$ cat src/hdl/elp_pkg.sv
// Shared types, constants and width helpers for the edge list text parser.
package elp_pkg;

   localparam int BYTE_W              = 8;
   localparam int KEY_OUT_W           = 40;
   localparam int CSR_INDEX_W         = 1;
   localparam int MAX_KEY_DIGITS_DFLT = 12;
   localparam int DIGIT_W             = 4;

   localparam logic [BYTE_W-1:0]      CHAR_ZERO        = 8'h30;
   localparam logic [DIGIT_W-1:0]     DIGIT_MAX        = 4'd9;
   localparam logic [BYTE_W-1:0]      DELIM_ONE_RESET  = 8'd32;
   localparam logic [BYTE_W-1:0]      DELIM_TWO_RESET  = 8'd10;
   localparam logic [CSR_INDEX_W-1:0] REG_DELIM_ONE    = 1'd0;
   localparam logic [CSR_INDEX_W-1:0] REG_DELIM_TWO    = 1'd1;

   typedef enum logic [1:0] {
      ST_EDGE      = 2'd0,
      ST_TOO_LONG  = 2'd1,
      ST_MALFORMED = 2'd2
   } status_type;

   typedef struct packed {
      logic in_number;
      logic have_source;
      logic skipping_bad;
   } flags_type;

   typedef struct packed {
      logic       valid;
      status_type status;
   } result_type;

   // Bits needed to hold any key of the given number of decimal digits, never below
   // the output key width.
   function automatic int key_width(input int digits);
      int bits;
      bits = (digits * 3322 + 999) / 1000;
      return (bits > KEY_OUT_W) ? bits : KEY_OUT_W;
   endfunction

endpackage

$ cat src/hdl/elp_step.sv
// Next-state and result logic for one text byte of the edge list parser.
module elp_step #(
   parameter int MAX_KEY_DIGITS = elp_pkg::MAX_KEY_DIGITS_DFLT,
   localparam int KEY_W = elp_pkg::key_width(MAX_KEY_DIGITS),
   localparam int CNT_W = $clog2(MAX_KEY_DIGITS + 1)
) (
   input  logic [elp_pkg::BYTE_W-1:0]    data_byte,
   input  logic                          chunk_end,
   input  logic [elp_pkg::BYTE_W-1:0]    delimiter_one,
   input  logic [elp_pkg::BYTE_W-1:0]    delimiter_two,
   input  logic [KEY_W-1:0]              acc,
   input  logic [CNT_W-1:0]              digit_count,
   input  elp_pkg::flags_type            flags,
   input  logic [KEY_W-1:0]              held_source,
   output logic [KEY_W-1:0]              acc_next,
   output logic [CNT_W-1:0]              digit_count_next,
   output elp_pkg::flags_type            flags_next,
   output logic [KEY_W-1:0]              held_source_next,
   output elp_pkg::result_type           result,
   output logic [elp_pkg::KEY_OUT_W-1:0] source_key,
   output logic [elp_pkg::KEY_OUT_W-1:0] dest_key
);
   import elp_pkg::*;

   localparam logic [CNT_W-1:0] MAX_CNT = CNT_W'(MAX_KEY_DIGITS);

   logic               is_delim;
   logic               is_decimal;
   logic [DIGIT_W-1:0] digit;

   assign is_delim   = (data_byte == delimiter_one) || (data_byte == delimiter_two);
   assign digit      = DIGIT_W'(data_byte - CHAR_ZERO);
   assign is_decimal = (data_byte >= CHAR_ZERO) && (data_byte <= (CHAR_ZERO + BYTE_W'(DIGIT_MAX)));

   always_comb begin
      logic [KEY_W-1:0] key;
      logic             finish;
      acc_next         = acc;
      digit_count_next = digit_count;
      flags_next       = flags;
      held_source_next = held_source;
      result.valid     = 1'b0;
      result.status    = ST_EDGE;
      source_key       = '0;
      dest_key         = '0;
      finish           = 1'b0;
      key              = '0;

      if (is_delim) begin
         flags_next.skipping_bad = 1'b0;
         finish = flags.in_number;
      end else if (is_decimal) begin
         if (!flags.skipping_bad) begin
            if (digit_count >= MAX_CNT) begin
               acc_next                = '0;
               digit_count_next        = '0;
               flags_next.in_number    = 1'b0;
               flags_next.have_source  = 1'b0;
               held_source_next        = '0;
               flags_next.skipping_bad = 1'b1;
               result.valid            = 1'b1;
               result.status           = ST_TOO_LONG;
            end else begin
               acc_next             = (acc << 3) + (acc << 1) + KEY_W'(digit);
               digit_count_next     = digit_count + CNT_W'(1);
               flags_next.in_number = 1'b1;
            end
         end
      end else begin
         acc_next                = '0;
         digit_count_next        = '0;
         flags_next.in_number    = 1'b0;
         flags_next.skipping_bad = 1'b0;
         result.valid            = 1'b1;
         result.status           = ST_MALFORMED;
      end

      // A key that runs into the chunk end completes here; only one key can complete per byte.
      if (chunk_end && flags_next.in_number && !result.valid) begin
         finish = 1'b1;
      end

      if (finish) begin
         key                  = acc_next;
         acc_next             = '0;
         digit_count_next     = '0;
         flags_next.in_number = 1'b0;
         if (!flags_next.have_source) begin
            held_source_next       = key;
            flags_next.have_source = 1'b1;
         end else begin
            flags_next.have_source = 1'b0;
            if (held_source_next != key) begin
               result.valid  = 1'b1;
               result.status = ST_EDGE;
               source_key    = held_source_next[KEY_OUT_W-1:0];
               dest_key      = key[KEY_OUT_W-1:0];
            end
            held_source_next = '0;
         end
      end

      if (chunk_end) begin
         flags_next.skipping_bad = 1'b0;
         if (flags_next.have_source) begin
            flags_next.have_source = 1'b0;
            held_source_next       = '0;
            if (!result.valid) begin
               result.valid  = 1'b1;
               result.status = ST_MALFORMED;
            end
         end
      end
   end

endmodule

$ cat src/hdl/edge_list_text_parser_unit.sv
// Top level of the edge list text parser: input register, parser state and result register.
//
// The unit reads decimal edge list text one byte per transfer, skips the two configured
// delimiter characters, gathers digit runs of up to MAX_KEY_DIGITS digits into vertex keys
// and pairs them into edges. An edge is reported with status 0 unless its two keys are
// equal, in which case it is dropped without a result. An over-long key reports status 1
// and drops the pending edge; a stray byte, or a chunk (marked by req_tlast) that ends
// with half an edge, reports status 2. Error results carry zero keys. One byte is taken
// per clock cycle while the result register is not stalled by rsp_tready; each byte is
// held in the input register and its result, if any, is then written to the result
// register. The rate is set by the multiply-by-ten accumulate and the key compare, which
// are combinational. Delimiters are written through the csr_ port; the user must write
// them only while no text is in flight, as the unit itself does not enforce this.
module edge_list_text_parser_unit #(
   parameter int MAX_KEY_DIGITS = elp_pkg::MAX_KEY_DIGITS_DFLT
) (
   input  logic                            clock,
   input  logic                            reset,
   input  logic                            req_tvalid,
   output logic                            req_tready,
   input  logic [7:0]                      req_tdata,   // data_byte
   input  logic                            req_tlast,   // chunk_end
   output logic                            rsp_tvalid,
   input  logic                            rsp_tready,
   output logic [79:0]                     rsp_tdata,   // dest_key, source_key
   output logic [1:0]                      rsp_tuser,   // status
   input  logic                            csr_valid,
   output logic                            csr_ready,
   input  logic [elp_pkg::CSR_INDEX_W-1:0] csr_index,
   input  logic [7:0]                      csr_data
);
   import elp_pkg::*;

   localparam int KEY_W = key_width(MAX_KEY_DIGITS);
   localparam int CNT_W = $clog2(MAX_KEY_DIGITS + 1);

   logic                  in_valid_ff, in_valid_in;
   logic [BYTE_W-1:0]     in_byte_ff;
   logic                  in_last_ff;
   logic [BYTE_W-1:0]     delim_one_ff, delim_two_ff;
   logic [KEY_W-1:0]      acc_ff, acc_in;
   logic [CNT_W-1:0]      count_ff, count_in;
   flags_type             flags_ff, flags_in;
   logic [KEY_W-1:0]      held_ff, held_in;
   logic                  out_valid_ff, out_valid_in;
   status_type            out_status_ff;
   logic [KEY_OUT_W-1:0]  out_src_ff, out_dst_ff;
   result_type            result;
   logic [KEY_OUT_W-1:0]  step_src, step_dst;
   logic                  advance;
   logic                  accept;

   assign advance      = in_valid_ff && (!out_valid_ff || rsp_tready);
   assign req_tready   = !in_valid_ff || advance;
   assign accept       = req_tvalid && req_tready;
   assign in_valid_in  = accept || (in_valid_ff && !advance);
   assign out_valid_in = (advance && result.valid) || (out_valid_ff && !rsp_tready);

   assign csr_ready  = 1'b1;
   assign rsp_tvalid = out_valid_ff;
   assign rsp_tdata  = {out_dst_ff, out_src_ff};
   assign rsp_tuser  = out_status_ff;

   elp_step #(
      .MAX_KEY_DIGITS (MAX_KEY_DIGITS)
   ) u_step (
      .data_byte        (in_byte_ff),
      .chunk_end        (in_last_ff),
      .delimiter_one    (delim_one_ff),
      .delimiter_two    (delim_two_ff),
      .acc              (acc_ff),
      .digit_count      (count_ff),
      .flags            (flags_ff),
      .held_source      (held_ff),
      .acc_next         (acc_in),
      .digit_count_next (count_in),
      .flags_next       (flags_in),
      .held_source_next (held_in),
      .result           (result),
      .source_key       (step_src),
      .dest_key         (step_dst)
   );

   always_ff @(posedge clock) begin
      if (reset) begin
         in_valid_ff  <= 1'b0;
         out_valid_ff <= 1'b0;
         delim_one_ff <= DELIM_ONE_RESET;
         delim_two_ff <= DELIM_TWO_RESET;
         acc_ff       <= '0;
         count_ff     <= '0;
         flags_ff     <= '0;
         held_ff      <= '0;
      end else begin
         in_valid_ff  <= in_valid_in;
         out_valid_ff <= out_valid_in;
         if (csr_valid && csr_ready) begin
            if (csr_index == REG_DELIM_ONE) begin
               delim_one_ff <= csr_data;
            end else if (csr_index == REG_DELIM_TWO) begin
               delim_two_ff <= csr_data;
            end
         end
         if (advance) begin
            acc_ff   <= acc_in;
            count_ff <= count_in;
            flags_ff <= flags_in;
            held_ff  <= held_in;
         end
      end
   end

   always_ff @(posedge clock) begin
      if (accept) begin
         in_byte_ff <= req_tdata;
         in_last_ff <= req_tlast;
      end
      if (advance && result.valid) begin
         out_status_ff <= result.status;
         out_src_ff    <= step_src;
         out_dst_ff    <= step_dst;
      end
   end

endmodule

$ cat config.mk
export PLATFORM = sky130hd
export DESIGN_NAME = edge_list_text_parser_unit
export DESIGN_NICKNAME = d
export VERILOG_FILES = /design/src/hdl/elp_pkg.sv /design/src/hdl/elp_step.sv /design/src/hdl/edge_list_text_parser_unit.sv
export SDC_FILE = /design/constraint.sdc
export NUM_CORES = 1
export LEC_CHECK = 0
export CORE_UTILIZATION = 55
export CTS_CLUSTER_SIZE = 40
export DETAILED_ROUTE_END_ITERATION = 7
export DONT_BUFFER_PORTS = 1
export PLACE_DENSITY = 0.81
export SLEW_MARGIN = 20
export SYNTH_ARGS = -nofsm -noshare
export SYNTH_HDL_FRONTEND = slang
export SYNTH_SLANG_ARGS = --single-unit
$ cat constraint.sdc
create_clock -name clock -period 10.6 [get_ports clock]
set_input_delay 2.12 -clock clock [delete_from_list [all_inputs] [get_ports clock]]
set_output_delay 2.12 -clock clock [all_outputs]
set_load 0.01 [all_outputs]
# == After elaboration in Yosys (flattened, before gate mapping) ==
# Index checks and enable logic that the tools add are counted.
# totals
register_bits,196
out_inout_bits,85
# classes
n_bitwise,1
n_addsub,4
n_mux,41
reduce_logical,22
magnitude_cmp,3
eq_ne,5
# op_table
op,count
40-bit 2-to-1 mux,13
40-bit by 4-bit adder with 40-bit output,1
40-bit adder,1
40-bit inequality test,1
3-bit 2-to-1 mux,10
4-bit 2-to-1 mux,5
8-bit equality test,2
2-bit 2-to-1 mux,5
"8-bit by 6-bit greater-or-equal comparator with 1-bit output, second input constant",1
"8-bit by 6-bit <= comparator with 1-bit output, second input constant",1
1-bit logical AND,8
1-bit 2-to-1 mux,8
3-bit AND reduction,2
1-bit logical NOT,5
1-bit logical OR,5
"4-bit by 1-bit adder with 4-bit output, second input constant",1
"4-bit greater-or-equal comparator, second input constant",1
2-bit AND reduction,2
"4-bit by 1-bit subtractor with 4-bit output, second input constant",1
"3-bit inequality test, second input constant",1
"2-bit inequality test, second input constant",1
1-bit NOT,1

# == Logic depth before layout (Yosys ltp) ==
# Gate-level depths: netlist of the first run.
# logic_depth
depth_word,15
mapped_depth,17
ltp_nobuf,15

# == Modules after synthesis ==
# A second synthesis of the first run with hierarchy kept.
# hier_totals
cells_unflattened,1454
area_unflattened_um2,12985.0
# modules_own_cells
module,cells_per_inst,n_inst,area_each_um2
edge_list_text_parser_unit,555,1,7288.2
elp_step,899,1,5696.7

# == Least setup slack after synthesis of the first run ==
# No wires, ideal clock.
# synth_path
path_type,register -> register
from,register in_byte_ff[3]
to,"register out_dst_ff[0], enable pin"
arrival_time_ns,8.199
n_path_buf,1
period_less_slack_ns,8.770
t_required_ns,10.029
path_stages_with_launch,17
path_slack_ns,1.830
path_cell_list,edfxtp_1 > inv_1 > fa_1 > inv_1 > fa_1 > a211oi_1 > o211ai_1 > a31oi_1 > nor4_1 > a211oi_1 > mux2i_1 > o2bb2ai_1 > a2111oi_2 > o2111ai_1 > o41ai_4 > buf_6 > a31oi_1
# synth_between
elab_chain_cells,13
elab_cells_between_ends,33
# synth_rtl
element,line_no,text
"start, declared",edge_list_text_parser_unit.sv:38,logic [BYTE_W-1:0] in_byte_ff;
"start signal, assigned",edge_list_text_parser_unit.sv:115,in_byte_ff <= req_tdata;
4-bit by 1-bit subtractor with 4-bit output,elp_step.sv:32,assign digit = DIGIT_W'(data_byte - CHAR_ZERO);
40-bit by 4-bit adder with 40-bit output,elp_step.sv:64,acc_next = (acc << 3) + (acc << 1) + KEY_W'(digit);
40-bit 2-to-1 mux,elp_step.sv:54,if (digit_count >= MAX_CNT) begin
40-bit 2-to-1 mux,elp_step.sv:53,if (!flags.skipping_bad) begin
40-bit 2-to-1 mux,elp_step.sv:52,end else if (is_decimal) begin
40-bit 2-to-1 mux,elp_step.sv:49,if (is_delim) begin
40-bit inequality test,elp_step.sv:93,if (held_source_next != key) begin
3-bit 2-to-1 mux,elp_step.sv:93,
3-bit 2-to-1 mux,elp_step.sv:88,if (!flags_next.have_source) begin
3-bit 2-to-1 mux,elp_step.sv:83,if (finish) begin
3-bit 2-to-1 mux,elp_step.sv:105,if (flags_next.have_source) begin
3-bit 2-to-1 mux (*),elp_step.sv:103,if (chunk_end) begin
1-bit logical AND (*),edge_list_text_parser_unit.sv:118,if (advance && result.valid) begin
"end signal, assigned",edge_list_text_parser_unit.sv:121,out_dst_ff <= step_dst;
"end, declared",edge_list_text_parser_unit.sv:47,"logic [KEY_OUT_W-1:0] out_src_ff, out_dst_ff;"
# Every way passes the cells marked *; elsewhere a longest branch is shown, timed or not.
# A chain may end at the register's enable or synchronous reset.

# == Worst setup path after layout of the first run ==
# layout_path
from,register in_byte_ff[3]
to,"register out_dst_ff[1], data pin"
# layout_between
elab_chain_cells,8
elab_cells_between_ends,26
# layout_rtl
element,line_no
4-bit by 1-bit subtractor with 4-bit output (tied with other cells),elp_step.sv:32
40-bit by 4-bit adder with 40-bit output / 1-bit logical AND (equally long branches),"elp_step.sv:64, elp_step.sv:33"
40-bit 2-to-1 mux (tied with other cells),elp_step.sv:54
40-bit 2-to-1 mux (tied with other cells),elp_step.sv:53
40-bit 2-to-1 mux (tied with other cells),elp_step.sv:52
40-bit 2-to-1 mux / 1-bit logical AND (equally long branches),"elp_step.sv:49, elp_step.sv:79"
40-bit inequality test / 1-bit 2-to-1 mux (equally long branches),"elp_step.sv:93, elp_step.sv:79"
3-bit AND reduction (no source line),n/a
# Several ways; a longest one is shown, not always the timed one.

==> results.json, run 1 <==
{
  "fill_cells": 1713,
  "hold_buffers": 0,
  "critical_path_required_ns": 10.73,
  "r2r_slack_ns": 4.31,
  "wl_per_cell_um": 23.3,
  "remaining_drc_errors": 0,
  "cts_buffer_depth": 2,
  "hold_viol_final": 0,
  "crit_family": "compound AO/OA/AOI/OAI gates",
  "synth_edf_count": 91,
  "h-tree-depth": 4,
  "p_leak_uw": 0.00462,
  "yosysSeqAreaShare_pct": 40.7,
  "worstMarginPinSlew_ns": 0.847,
  "synth-seq-cells": 196,
  "grt_usage_pct": 32.4,
  "vias_per_cell": 6.93,
  "final.setup.worst_slack_ns": 4.31,
  "path_buf_inv": 3,
  "setup_tns_ns": 0,
  "synth_top_area_share_pct": 23.0,
  "yosys_warnings": 0,
  "portBuffers": 0,
  "slew_headroom_pct": 43.6,
  "place_hpwl_um": 25300,
  "vdd_drop_max_mv": 0.0766,
  "maxSlewViolCount": 0,
  "rsz0062_at_grt": "false",
  "cts_tree": "built",
  "std_cell_rows": 53,
  "vias": 10700,
  "gp_congestion": 0.973,
  "drv_cap": 0,
  "core-area_sq_mm": 0.0211,
  "hold_depth": 2,
  "grt-ovfl-total": 0,
  "cts_buffers": 17,
  "fin_nets": 1351,
  "grt_max_degree": 103,
  "hold_path.class": "reg -> reg",
  "endpoint_kind": "register",
  "cpPeakStageDelay_ns": 0.67,
  "fp.dieH_um": 149,
  "drt_iter0_drc": 1302,
  "syn_nets": 1413,
  "fp.dieW_um": 149,
  "total_power_uw": 1590,
  "area_growth_syn_to_layout_pct": 5.62,
  "crit_type": "reg -> reg",
  "drive_gt1_share_pct": 4.83,
  "netlist_area_sq_mm": 0.0119,
  "cts_setup_buffers": 0,
  "min_period_over_period_pct": 59.3,
  "clock_sinks": 196,
  "yosys-top-cells-area": "edfxtp_1 (23%), dfxtp_1 (18%), ha_1 (7.9%), a21oi_1 (5.3%), nand2_1 (4.5%)",
  "power.density_mw_per_mm2": 127,
  "hold_ws_ns": 0.466,
  "cp_max_fo": 81,
  "grt_pass1_vias": 9832,
  "synthDistinctLibCells": 82,
  "dr.pass1.iters": 7,
  "dp.cells": 1507,
  "start_kind": "register",
  "start_util_pct": 56.3,
  "skew_ns": 0.0154,
  "worst-path-stages": 16,
  "worstPathArrival_ns": 6.42,
  "crit_path_cell_trace": "inv_1 > fa_1 > inv_1 > fa_1 > a211oi_1 > o211ai_1 > a31oi_1 > nor4_1 > a211oi_1 > mux2i_1 > a21oi_1 > nand3_1 > or4bb_1 > o41ai_4 > buf_4 > a21boi_1",
  "status": "completed",
  "synth_ff_type": "dfxtp_1",
  "ant_nets": 0,
  "yosys-top-cells-count": "nand2_1 (141), nor2_1 (132), a21oi_1 (126), dfxtp_1 (105), edfxtp_1 (91)",
  "clock_latency_ns": 0.45,
  "reg2reg_depth": 16,
  "place_ws_ns": 4.52,
  "fin_cells": 1539,
  "yosysTopAreaCell": "edfxtp_1",
  "synth.avg_cell_area_sq_um": 9.04,
  "cpMaxStageDelayCell": "buf_4",
  "n_antenna_cell": 0,
  "finalSetupViolCount": 0,
  "antenna_found_initial": 1,
  "fin_crit_ns": 6.29,
  "root_buffer": "clkbuf_16",
  "async_reset_ff_share_pct": 0,
  "synth.most_common_cell": "nand2_1",
  "clkTransAtPathRegs_ns": 0.08,
  "grt_pass1_wl_um": 55100,
  "max_freq_mhz": 159,
  "synthCells": 1313,
  "cts_resized": 0,
  "num_io_pins": 108,
  "drt_wl_total_um": 35900,
  "die-area_sq_mm": 0.0222
}
-- sequential cells by signal, indices dropped and copies added, names as in the netlist --
signal / cells
delim_two_ff: 8
held_ff: 40
out_dst_ff: 40
rsp_tvalid: 1
delim_one_ff: 8
rsp_tuser: 2
in_last_ff: 1
in_valid_ff: 1
count_ff: 4
in_byte_ff: 8
out_src_ff: 40
acc_ff: 40
flags_ff: 3
-- final timing paths --
check | startpoint | end
setup reg to reg | in_byte_ff[3]$_DFFE_PP_ | out_dst_ff[1]$_SDFFCE_PN0P_
hold reg to reg | delim_one_ff[4]$_SDFFE_PP0P_ | delim_one_ff[4]$_SDFFE_PP0P_
hold / removal | delim_one_ff[4]$_SDFFE_PP0P_ | delim_one_ff[4]$_SDFFE_PP0P_
setup / recovery | in_byte_ff[3]$_DFFE_PP_ | out_dst_ff[1]$_SDFFCE_PN0P_
-- cells by family (layout without fill, tap and decap cells) --
family | after synthesis | count (layout) | share of synthesized area, %
fa+ha+maj | 77 | 77 | 8.24
xor+xnor | 58 | 58 | 4.28
mux | 9 | 9 | 0.769
flops | 196 | 196 | 40.7
buf+inv | 121 | 72 | 4.60
simple gates | 400 | 400 | 15.1
compound gates | 451 | 451 | 26.2
other cells | 1 | 1 | 0.0316
-- per-stage QoR --
| stage | util [%] | instance area, sq um |
|---|---|---|
| floorplan | - | 11900 |
| global placement | 56.4 | 11900 |
| detailed placement | 56.4 | 11900 |
| CTS | 59.5 | 12500 |
| global route | 59.5 | 12500 |
| finish | 59.5 | 12500 |
-- where the power goes --
part | total (uW) | switching [uW] | internal, uW | leakage [uW]
clock network | 704 | 354 | 350 | 0.000310
registers | 835 | 22.6 | 813 | 0.00168
logic | 52.7 | 38.5 | 14.2 | 0.00264
-- routing by layer --
metal  GRT usage, %  wire, um
met4           15.6      1500
met3           5.99      3960
met1           44.6     14600
met5              0        16
met2           49.0     15800
-- worst min-delay path: stages (launching register included) --
cell and delay [ns]:
dfxtp_1 0.32, nand2_1 0.05, a21oi_1 0.05
-- cell usage in the layout, fill, tap and decap left out, drive strengths merged, types with 10 or more instances in the layout --
| master | count |
|---|---|
| edfxtp | 91 |
| inv | 37 |
| clkbuf | 17 |
| dfxtp | 105 |
| nand4 | 14 |
| nand3 | 31 |
| a22o | 16 |
| a21o | 17 |
| buf | 12 |
| nor3 | 19 |
| and2 | 10 |
| a21boi | 55 |
| xor2 | 34 |
| nand2 | 141 |
| a22oi | 62 |
| a21oi | 126 |
| nor2 | 133 |
| a31oi | 10 |
| a211oi | 11 |
| ha | 75 |
| o21ai | 50 |
| xnor2 | 24 |
-- layout make-up --
type                    instances  area [sq um]  area share [%]
multi-input cells             996          6520            52.0
flip-flops and latches        196          4830            38.6
clock buffers                  17           425            3.39
well taps                     275           344            2.74
clock inverters                15           215            1.72
inverters                      28           105           0.838
repair buffers                 12          90.1           0.719
No activity file was read; power rests on OpenSTA's default activity.
==> inputs of run 2 (changes only) <==
==> constraint.sdc (replaced) <==
create_clock -name clock -period 5.92 [get_ports clock]
set_input_delay 1.184 -clock clock [delete_from_list [all_inputs] [get_ports clock]]
set_output_delay 1.184 -clock clock [all_outputs]
set_load 0.01 [all_outputs]
==> run 2 against run 1 <==
Global-route usage decreased by 1.3 points. Core utilization increased by 0.67 points. Register-to-register slack got worse by 4.0 ns. Clock skew decreased by 0.00069 ns. Largest power group unchanged.
==> results.json, run 2 (synthesis results as in run 1) <==
{
  "clock_power_share_pct": 43.5,
  "grt_busiest_layer": "met2",
  "vias_per_cell": 6.85,
  "crit_path_cell_trace": "inv_1 > fa_1 > inv_1 > fa_1 > a211oi_1 > o21ai_1 > a31oi_1 > and2_1 > xnor2_1 > a22oi_1 > o22ai_1 > a311o_1 > or4bb_1 > o41ai_4 > buf_4 > a21boi_0",
  "setup_tns_ns": 0,
  "p_leak_uw": 0.00470,
  "hold_viol_final": 0,
  "slew_headroom_pct": 47.3,
  "portBuffers": 0,
  "cts_buffers": 17,
  "std_cell_rows": 53,
  "hold_ws_ns": 0.470,
  "finish.instance_area_sq_mm": 0.0127,
  "drt_iter0_drc": 1519,
  "final_common_cell": "nand2_1",
  "p_comb_share_pct": 3.4,
  "grt_pass1_vias": 9423,
  "dr.pass1.iters": 6,
  "crit_type": "reg -> reg",
  "use_met3_pct": 7.03,
  "critical_path_required_ns": 6.09,
  "drt_wl_total_um": 34700,
  "area_growth_syn_to_layout_pct": 6.81,
  "cts_tree": "built",
  "drv_cap": 0,
  "start_kind": "register",
  "gr-usage-met1_pct": 43.7,
  "h-tree-depth": 4,
  "min_period_over_period_pct": 95.1,
  "status": "completed",
  "cts_setup_buffers": 0,
  "vias": 10700,
  "grt-ovfl-total": 0,
  "gp_congestion": 1.02,
  "p_seq_share_pct": 53.1,
  "clock_sinks": 196,
  "grt_pass1_wl_um": 53100,
  "start_util_pct": 56.3,
  "power.internal_uw": 2070,
  "cts_buffer_depth": 2,
  "power.density_mw_per_mm2": 222,
  "finalSetupViolCount": 0,
  "final_cell_mix": "nand2_1 (141), nor2_1 (132), a21oi_1 (126)",
  "n_antenna_cell": 0,
  "ant_nets": 0,
  "remaining_drc_errors": 0,
  "swShare_pct": 26.3,
  "cpPeakStageDelay_ns": 0.56,
  "clock_latency_ns": 0.45,
  "endpoint_kind": "register",
  "grt_max_degree": 103,
  "rsz0062_at_grt": "false",
  "wl_per_cell_um": 22.3,
  "hold_buffers": 0,
  "cp_max_fo": 44,
  "dpl-instance-area_sq_mm": 0.0120,
  "core-area_sq_mm": 0.0211,
  "place_hpwl_um": 25200,
  "root_buffer": "clkbuf_16",
  "cpMaxStageDelayCell": "or4bb_1",
  "switchingPower_uw": 740,
  "antenna_found_initial": 1,
  "worstPathArrival_ns": 5.80,
  "hold_path.class": "reg -> reg",
  "max_freq_mhz": 178,
  "fin_crit_ns": 5.63,
  "worstMarginPinSlew_ns": 0.782,
  "maxSlewViolCount": 0,
  "num_io_pins": 108,
  "met2_usage_pct": 46.7,
  "cts_resized": 0,
  "clkTransAtPathRegs_ns": 0.09,
  "skew_ns": 0.0147,
  "vdd_drop_max_mv": 0.201,
  "fp.dieW_um": 149,
  "die-area_sq_mm": 0.0222,
  "fin_nets": 1369,
  "drive_gt1_share_pct": 6.16,
  "fp.dieH_um": 149,
  "grt_usage_pct": 31.1
}
-- run 2: cell count changes in the layout (fill, tap and decap cells not counted) --
cell,change
buf_12,+1
buf_4,+17
bufinv_16,-1
inv_8,-3
clkinv_8,+1
inv_12,+2
inv_6,+1
-- run 2: critical path: cells and delay by family (launching register included) --
kind                       cells  cell delay, ns
AOI/OAI and AO/OA              8            2.38
adders and majority gates      2            1.02
and+or+nand+nor                2            0.80
buffers and inverters          3            0.62
DFF                            1            0.42
xor gates and xnor gates       1            0.10
-- run 2: power groups by stage --
stage	Combinational [uW]	Clock [uW]	Sequential (uW)
floorplan	77.1	0	1520
global placement	89.6	0	1520
detailed placement	92.1	0	1530
CTS	92.2	1220	1490
global route	102	1280	1500
finish	94.4	1220	1490
-- run 2: per-layer routing --
metal | routed length [um] | part of all wire [%] | vias up
met5 | 0 | 0 | -
met4 | 1120 | 3.2 | 0
met3 | 4360 | 13 | 101
met2 | 15100 | 44 | 786
met1 | 14100 | 41 | 4961
li1 | - | - | 4815
-- run 2: area by class of cell --
cell class,instances,area [sq um]
Clock inverter,15,209
Timing Repair Buffer,30,238
Inverter,28,105
Clock buffer,17,425
Fill cell,1695,8410
Sequential cell,196,4830
Tap cell,275,344
Multi-Input combinational cell,996,6520
-- run 2: stage by stage --
step | std cells | power [uW] | setup WS (ns) | utilization (%)
after global placement | 1525 | 1610 | 0.605 | 57.1
after CTS | 1557 | 2810 | 0.408 | 60.1
after detailed placement | 1525 | 1620 | 0.433 | 57.1
after floorplan | 1313 | 1590 | 0.149 | -
final | 1557 | 2810 | 0.287 | 60.1
after global routing | 1557 | 2880 | 0.0263 | 60.1
-- run 2: worst paths after layout --
path	from	endpoint	slack [ns]	depth (start not counted)
worst max-delay path	in_byte_ff[3]$_DFFE_PP_	out_dst_ff[11]$_SDFFCE_PN0P_	0.29	16
worst min-delay path	delim_one_ff[6]$_SDFFE_PP0P_	delim_one_ff[6]$_SDFFE_PP0P_	0.47	2
worst max register to register	in_byte_ff[3]$_DFFE_PP_	out_dst_ff[11]$_SDFFCE_PN0P_	0.29	16
worst min register to register	delim_one_ff[6]$_SDFFE_PP0P_	delim_one_ff[6]$_SDFFE_PP0P_	0.47	2
